--- config.mk ---
export PLATFORM = sky130hd
export DESIGN_NAME = keyword_posterior_smoother
export DESIGN_NICKNAME = d
export VERILOG_FILES = /design/src/rtl/kps_pkg.sv /design/src/rtl/keyword_posterior_smoother.sv
export SDC_FILE = /design/constraint.sdc
export NUM_CORES = 1
export LEC_CHECK = 0
export ABC_AREA = 1
export BUFFER_PORTS_ARGS = -buffer_cell sky130_fd_sc_hd__buf_2
export CAP_MARGIN = 20
export CORE_MARGIN = 10
export CORE_UTILIZATION = 58
export CTS_CLUSTER_DIAMETER = 100
export CTS_CLUSTER_SIZE = 24
export DETAILED_ROUTE_END_ITERATION = 12
export GPL_TIMING_DRIVEN = 0
export PLACE_DENSITY = 0.83
export SLEW_MARGIN = 5
export SYNTH_ARGS = -nofsm -noshare
export SYNTH_HDL_FRONTEND = slang
export SYNTH_SLANG_ARGS = --single-unit
export TNS_END_PERCENT = 30
--- constraint.sdc ---
create_clock -name clk -period 9.5 [get_ports clk]
set_input_delay 0.95 -clock clk [delete_from_list [all_inputs] [get_ports clk]]
set_output_delay 0.95 -clock clk [all_outputs]
set_load 0.005 [all_outputs]
--- src/rtl/kps_pkg.sv ---
// Shared types, constants and command map lookup for the keyword posterior smoother.
package kps_pkg;

    localparam int NUM_CLASSES = 16;

    localparam int CLASS_W = 4;
    localparam int PROB_W  = 16;
    localparam int CMD_W   = 3;
    localparam int MAP_W   = CMD_W * 16;
    localparam int CNT_W   = 8;
    localparam int ROW_W   = 9;
    localparam int CFG_IDX_W = 3;
    localparam int CFG_DATA_W = MAP_W;

    localparam logic [CLASS_W:0] CLASS_LIMIT = (CLASS_W + 1)'(NUM_CLASSES);

    localparam logic [MAP_W-1:0]  MAP_RESET       = '0;
    localparam logic [PROB_W-1:0] ALPHA_RESET     = 16'd7864;
    localparam logic [PROB_W-1:0] THRESHOLD_RESET = 16'd52429;
    localparam logic [CNT_W-1:0]  ROW_RESET       = 8'd10;
    localparam logic [CNT_W-1:0]  LOCKOUT_RESET   = 8'd10;
    localparam logic [CNT_W-1:0]  IDLE_RESET      = 8'd25;

    localparam logic [CMD_W-1:0] CMD_NONE = 3'd0;
    localparam logic [CMD_W-1:0] CMD_MAX  = 3'd4;

    typedef enum logic [CFG_IDX_W-1:0] {
        REG_CLASS_MAP   = 3'd0,
        REG_EMA_ALPHA   = 3'd1,
        REG_THRESHOLD   = 3'd2,
        REG_ROW_BLOCKS  = 3'd3,
        REG_LOCKOUT     = 3'd4,
        REG_IDLE_EVERY  = 3'd5
    } cfg_reg_t;

    typedef enum logic [1:0] {
        KIND_NONE = 2'd0,
        KIND_IDLE = 2'd1,
        KIND_FIRE = 2'd2
    } report_kind_t;

    function automatic logic [CMD_W-1:0] map_command(
        input logic [MAP_W-1:0]   cmd_map,
        input logic [CLASS_W-1:0] cls
    );
        logic [5:0]       base;
        logic [CMD_W-1:0] code;
        base = 6'(cls) * 6'd3;
        code = cmd_map[base +: CMD_W];
        if ({1'b0, cls} >= CLASS_LIMIT || code > CMD_MAX)
        begin
            return CMD_NONE;
        end
        return code;
    endfunction

endpackage

--- src/rtl/keyword_posterior_smoother.sv ---
// Top level of the keyword posterior smoother: input stage, smoothing update and result register.
//
// Usage: one beat on the input channel carries one classifier result per audio
// block (class_index, class_probability). Each input beat produces exactly one
// result beat (report_kind, fired_command, top_command, smoothed_confidence,
// in_lockout), in order. A beat moves when valid is high and stall is low.
// Configuration registers are written through cfg_write/cfg_index/cfg_data,
// one register per cycle; the user must write them only while no item is in
// flight, as the block itself does not enforce it. An accepted item is
// captured in the input register, and its result is then loaded into the
// result register, which drives out_valid. Throughput: one item per cycle
// while the receiver does not stall. The row count and smoothed average close
// their loop through a single 17x17 multiply, add and compare between the
// input register and the result register.
// Reset clears the state, the pipeline valid bits and loads the default
// configuration. When the receiver stalls, the result register holds; the
// input register still takes one more item, after which in_stall rises.
module keyword_posterior_smoother (
    input  logic                               clk,
    input  logic                               rst_n,
    input  logic                               in_valid,
    output logic                               in_stall,
    input  logic [kps_pkg::CLASS_W-1:0]        class_index,
    input  logic [kps_pkg::PROB_W-1:0]         class_probability,
    output logic                               out_valid,
    input  logic                               out_stall,
    output logic [1:0]                         report_kind,
    output logic [kps_pkg::CMD_W-1:0]          fired_command,
    output logic [kps_pkg::CMD_W-1:0]          top_command,
    output logic [kps_pkg::PROB_W-1:0]         smoothed_confidence,
    output logic                               in_lockout,
    input  logic                               cfg_write,
    input  logic [kps_pkg::CFG_IDX_W-1:0]      cfg_index,
    input  logic [kps_pkg::CFG_DATA_W-1:0]     cfg_data
);
    import kps_pkg::*;

    logic [MAP_W-1:0]  map_reg;
    logic [PROB_W-1:0] alpha_reg;
    logic [PROB_W-1:0] threshold_reg;
    logic [CNT_W-1:0]  row_blocks_reg;
    logic [CNT_W-1:0]  lockout_reg;
    logic [CNT_W-1:0]  idle_every_reg;

    logic                    s1_valid_reg;
    logic [CLASS_W-1:0]      s1_class_reg;
    logic [PROB_W-1:0]       s1_prob_reg;
    logic [CMD_W-1:0]        s1_cmd_reg;

    logic [CLASS_W-1:0]      prev_class_reg, prev_class_next;
    logic signed [ROW_W-1:0] row_reg, row_next;
    logic [PROB_W-1:0]       avg_reg, avg_next;
    logic [CNT_W-1:0]        idle_reg, idle_next;

    logic                    out_valid_reg;
    report_kind_t            kind_reg, kind_next;
    logic [CMD_W-1:0]        fired_reg, fired_next;
    logic [CMD_W-1:0]        top_reg;
    logic [PROB_W-1:0]       shown_reg, shown_next;
    logic                    lockout_flag_reg;

    logic                    out_load;
    logic                    s1_move;
    logic                    in_take;

    logic                    is_cmd;
    logic                    same_class;
    logic signed [ROW_W-1:0] base_row;
    logic [PROB_W-1:0]       base_avg;
    logic signed [ROW_W-1:0] row_inc;
    logic signed [PROB_W:0]  diff;
    logic signed [PROB_W:0]  alpha_s;
    logic signed [33:0]      prod;
    logic signed [33:0]      acc;
    logic [PROB_W-1:0]       new_avg;
    logic                    fire;
    logic [CNT_W-1:0]        idle_inc;

    assign out_load = !out_valid_reg || !out_stall;
    assign s1_move  = s1_valid_reg && out_load;
    assign in_stall = s1_valid_reg && !out_load;
    assign in_take  = in_valid && !in_stall;

    // Configuration registers
    always_ff @(posedge clk or negedge rst_n)
    begin
        if (!rst_n)
        begin
            map_reg        <= MAP_RESET;
            alpha_reg      <= ALPHA_RESET;
            threshold_reg  <= THRESHOLD_RESET;
            row_blocks_reg <= ROW_RESET;
            lockout_reg    <= LOCKOUT_RESET;
            idle_every_reg <= IDLE_RESET;
        end
        else if (cfg_write)
        begin
            unique case (cfg_index)
                REG_CLASS_MAP:  map_reg        <= cfg_data[MAP_W-1:0];
                REG_EMA_ALPHA:  alpha_reg      <= cfg_data[PROB_W-1:0];
                REG_THRESHOLD:  threshold_reg  <= cfg_data[PROB_W-1:0];
                REG_ROW_BLOCKS: row_blocks_reg <= cfg_data[CNT_W-1:0];
                REG_LOCKOUT:    lockout_reg    <= cfg_data[CNT_W-1:0];
                REG_IDLE_EVERY: idle_every_reg <= cfg_data[CNT_W-1:0];
                default:        ;
            endcase
        end
    end

    // Input register
    always_ff @(posedge clk or negedge rst_n)
    begin
        if (!rst_n)
        begin
            s1_valid_reg <= 1'b0;
        end
        else if (in_take)
        begin
            s1_valid_reg <= 1'b1;
        end
        else if (s1_move)
        begin
            s1_valid_reg <= 1'b0;
        end
    end

    always_ff @(posedge clk)
    begin
        if (in_take)
        begin
            s1_class_reg <= class_index;
            s1_prob_reg  <= class_probability;
            s1_cmd_reg   <= map_command(map_reg, class_index);
        end
    end

    // Smoothing update
    always_comb
    begin
        is_cmd     = (s1_cmd_reg != CMD_NONE);
        same_class = (s1_class_reg == prev_class_reg);
        base_row   = same_class ? row_reg : '0;
        base_avg   = same_class ? avg_reg : '0;
        row_inc    = (base_row != 9'sd255) ? base_row + 9'sd1 : base_row;

        alpha_s = signed'({1'b0, alpha_reg});
        diff    = signed'({1'b0, s1_prob_reg}) - signed'({1'b0, base_avg});
        prod    = alpha_s * diff;
        acc     = signed'({2'b00, base_avg, 16'h0000}) + prod;
        new_avg = acc[31:16];

        fire = is_cmd
            && (signed'({row_inc[ROW_W-1], row_inc}) >= signed'({2'b00, row_blocks_reg}))
            && (new_avg >= threshold_reg);

        prev_class_next = is_cmd ? s1_class_reg : prev_class_reg;
        if (!is_cmd)
        begin
            row_next = '0;
            avg_next = '0;
        end
        else if (fire)
        begin
            row_next = signed'(ROW_W'(0) - {1'b0, lockout_reg});
            avg_next = '0;
        end
        else
        begin
            row_next = row_inc;
            avg_next = new_avg;
        end

        shown_next = is_cmd ? new_avg : '0;
        fired_next = fire ? s1_cmd_reg : CMD_NONE;

        idle_inc = idle_reg + 8'd1;
        if (fire)
        begin
            idle_next = '0;
            kind_next = KIND_FIRE;
        end
        else if (idle_inc >= idle_every_reg)
        begin
            idle_next = '0;
            kind_next = KIND_IDLE;
        end
        else
        begin
            idle_next = idle_inc;
            kind_next = KIND_NONE;
        end
    end

    // State and result registers
    always_ff @(posedge clk or negedge rst_n)
    begin
        if (!rst_n)
        begin
            prev_class_reg <= '0;
            row_reg        <= '0;
            avg_reg        <= '0;
            idle_reg       <= '0;
            out_valid_reg  <= 1'b0;
        end
        else
        begin
            if (s1_move)
            begin
                prev_class_reg <= prev_class_next;
                row_reg        <= row_next;
                avg_reg        <= avg_next;
                idle_reg       <= idle_next;
            end
            if (out_load)
            begin
                out_valid_reg <= s1_valid_reg;
            end
        end
    end

    always_ff @(posedge clk)
    begin
        if (s1_move)
        begin
            kind_reg         <= kind_next;
            fired_reg        <= fired_next;
            top_reg          <= s1_cmd_reg;
            shown_reg        <= shown_next;
            lockout_flag_reg <= row_next[ROW_W-1];
        end
    end

    assign out_valid           = out_valid_reg;
    assign report_kind         = kind_reg;
    assign fired_command       = fired_reg;
    assign top_command         = top_reg;
    assign smoothed_confidence = shown_reg;
    assign in_lockout          = lockout_flag_reg;

endmodule

==> flow_metrics.py <==
metrics = {
    "finish": {
        "diodes": 0,
        "syn_to_final_growth_pct": 15.4,
        "nNetsFinal": 3054,
        "final_common_cell": "inv_1",
        "largest_register_ffs": 48,
        "final_cell_mix": "538 x inv_1, 460 x nand2_1, 216 x fa_1",
        "drive_gt1_share_pct": 16.7,
        "utilization_pct": 67.7,
    },
    "route": {
        "antenna_left": 0,
        "wire_per_inst_um": 19.0,
        "wl_met2_um": 28200,
        "routed-wl-met3_um": 4510,
        "drtIter0Drc": 1685,
        "vias": 17100,
        "vias_per_cell": 5.61,
        "routed.top_layer": "met4",
        "wl_um": 57800,
        "wl_met1_um": 21900,
        "drt-pass1-iter-count": 6,
        "drc": 0,
    },
    "worst_setup_path": {
        "start_kind": "flop",
        "slowest_stage": "fa_2",
        "path_class": "reg -> reg",
        "max_stage_delay_ps": 580,
        "crit_start": "s1_class_reg[0]",
        "crit_fanout": 10,
        "rrSetupSlack_ps": 130,
        "end_kind": "flop",
        "arrival_ps": 9720,
        "worstReg2RegStart": "s1_class_reg[0]",
        "required_ps": 9850,
    },
    "synth": {
        "ys_types": 43,
        "yosysSeqAreaShare_pct": 25.7,
        "syn_avg_cell_area_um2": 8.13,
        "synthSimpleGateAreaFrac_pct": 18.8,
        "netlist_area_um2": 19700,
        "ys_seq_elements": 191,
        "synth_edf_count": 48,
        "synth.net_count": 2896,
        "synthFlopType": "dfrtp_1",
        "synthCells": 2421,
        "synth_xor_area_share_pct": 1.20,
        "synth.largest_area_cell": "fa_1",
        "yosysTopAreaCellShare_pct": 22.8,
        "synth_compound_area_share_pct": 6.98,
        "yosysWarnings": 0,
        "synth-async-reset-ratio_pct": 74.9,
        "ys_top_cells_by_area": "fa_1 23%, dfrtp_1 15%, ha_1 11%",
        "synth_top_family_by_area": "adder cells",
        "synth.mux.area_fraction_pct": 1.49,
        "synth_adder_area_share_pct": 33.9,
    },
    "global_routing": {
        "grt_max_degree": 101,
        "grt_pass1_wl_um": 90100,
        "grt_pass1_vias": 17600,
        "antenna_found_initial": 0,
        "grt-ovfl-total": 0,
        "track_usage_pct": 27.4,
    },
    "clocking": {
        "cts_sinks": 191,
        "clk_latency_ps": 450,
        "cts_buffers": 17,
        "clockBufferDepth": 2,
        "tritoncts": "built",
        "cts.root.buffer_cell": "clkbuf_16",
        "ctsHoldBuffers": 0,
        "cts.clk_slew.worst_paths_ps": 80,
        "cts.htree.levels": 4,
    },
    "timing": {
        "fin_crit_sh_pct": 98.6,
        "drv_slew": 0,
        "tightest_slew_ps": 1030,
        "tns_ps": 0,
        "rsz0062_at_grt": "yes",
        "hold_viol": 0,
        "finalSetupViolCount": 0,
        "clock_skew_ps": 17.9,
        "finalHoldWorstSlack_ps": 419,
        "fin_crit_ps": 9370,
        "maxSlewHeadroom_pct": 31.2,
        "timing.fmax_ghz": 0.107,
    },
    "floorplanning": {
        "start_util_pct": 58.7,
        "die-area_um2": 41700,
        "die_h_um": 204,
        "die_width_um": 204,
        "rows": 67,
        "io_pins": 103,
        "core_um2": 33500,
    },
    "job": {
        "cap_violations": 0,
    },
    "place": {
        "dpl.hpwl_um": 45300,
        "gp_congestion": 1.03,
        "portBuffers": 102,
    },
    "status": {
        "outcome": "completed",
    },
    "hold_path": {
        "hp-class": "in -> async",
    },
}
metal layers:
layer	track usage, %	vias to the layer above
li1	-	7682
met1	33.5	8290
met2	46.6	894
met3	3.99	202
met4	13.9	0
met5	0	-
timing repair:
item	4_1_cts	5_1_grt
hold endpoints to repair	0	0
gates resized for setup	95	162
setup endpoints to repair	55	39
pin swaps	11	67
setup buffers	12	28
final cells by class:
type | count | area, um2
flip-flops and latches | 191 | 5050
fillers | 2603 | 10800
plain buffers | 59 | 308
well taps | 448 | 561
clock buffers | 18 | 433
multi-input cells | 1610 | 13200
inverters | 557 | 2120
repair buffers | 143 | 852
clock inverters | 14 | 139
path summary, 6_finish.rpt:
check / end / cells after the start
worst max-delay path: idle_reg[5] / 52
worst min-delay path: idle_reg[4] / 1
worst max register to register: idle_reg[5] / 52
worst min register to register: map_reg[2] / 2
max in group asynchronous: alpha_reg[4] / 2
min in group clk: map_reg[2] / 2
critical path: cells and delay by family, from the launching register on:
kind	cells	cell delay [ps]
flops	1	420
compound gates	8	1270
fa+ha+maj	9	3810
buf+inv	13	1320
simple gates	22	2430
metrics by stage:
step | worst slack [ps] | instance area, um2 | std cells
4_1_cts | 4.91 | 21800 | 3013
2_1_floorplan | 521 | 19700 | 2421
6_report | 133 | 22700 | 3040
5_1_grt | -153 | 22700 | 3040
3_5_place_dp | -1810 | 20800 | 2972
3_3_place_gp | -1600 | 20700 | 2971
cell usage after synthesis, types with 5 or more instances:
cell      count
o211ai_1      6
o21bai_1      6
inv_1       547
nor2_2        7
dfrtp_1     119
edfxtp_1     48
a31oi_1       7
mux2i_1       8
fa_1        224
dfstp_2      24
xor2_1       20
xnor2_1       7
clkinv_1      6
o21ai_1       5
nand4_1       8
o21ai_0     139
nand3_1      88
nor2_1      230
nor3_1       12
nand3b_1     11
mux2_2       19
and2_1        5
ha_1        175
nand2_1     499
a21oi_1      85
or2_2        24
clkbuf_1     54
cell families after synthesis:
kind of cell               count (synthesis)
DFF                                      191
xor gates and xnor gates                  27
adders and majority gates                399
muxes                                     27
AOI/OAI and AO/OA                        260
buffers and inverters                    620
and+or+nand+nor                          897
Power is left out: the tool's default activity adds up to more than one toggle a clock period on the data nets, which glitch-free logic cannot reach.
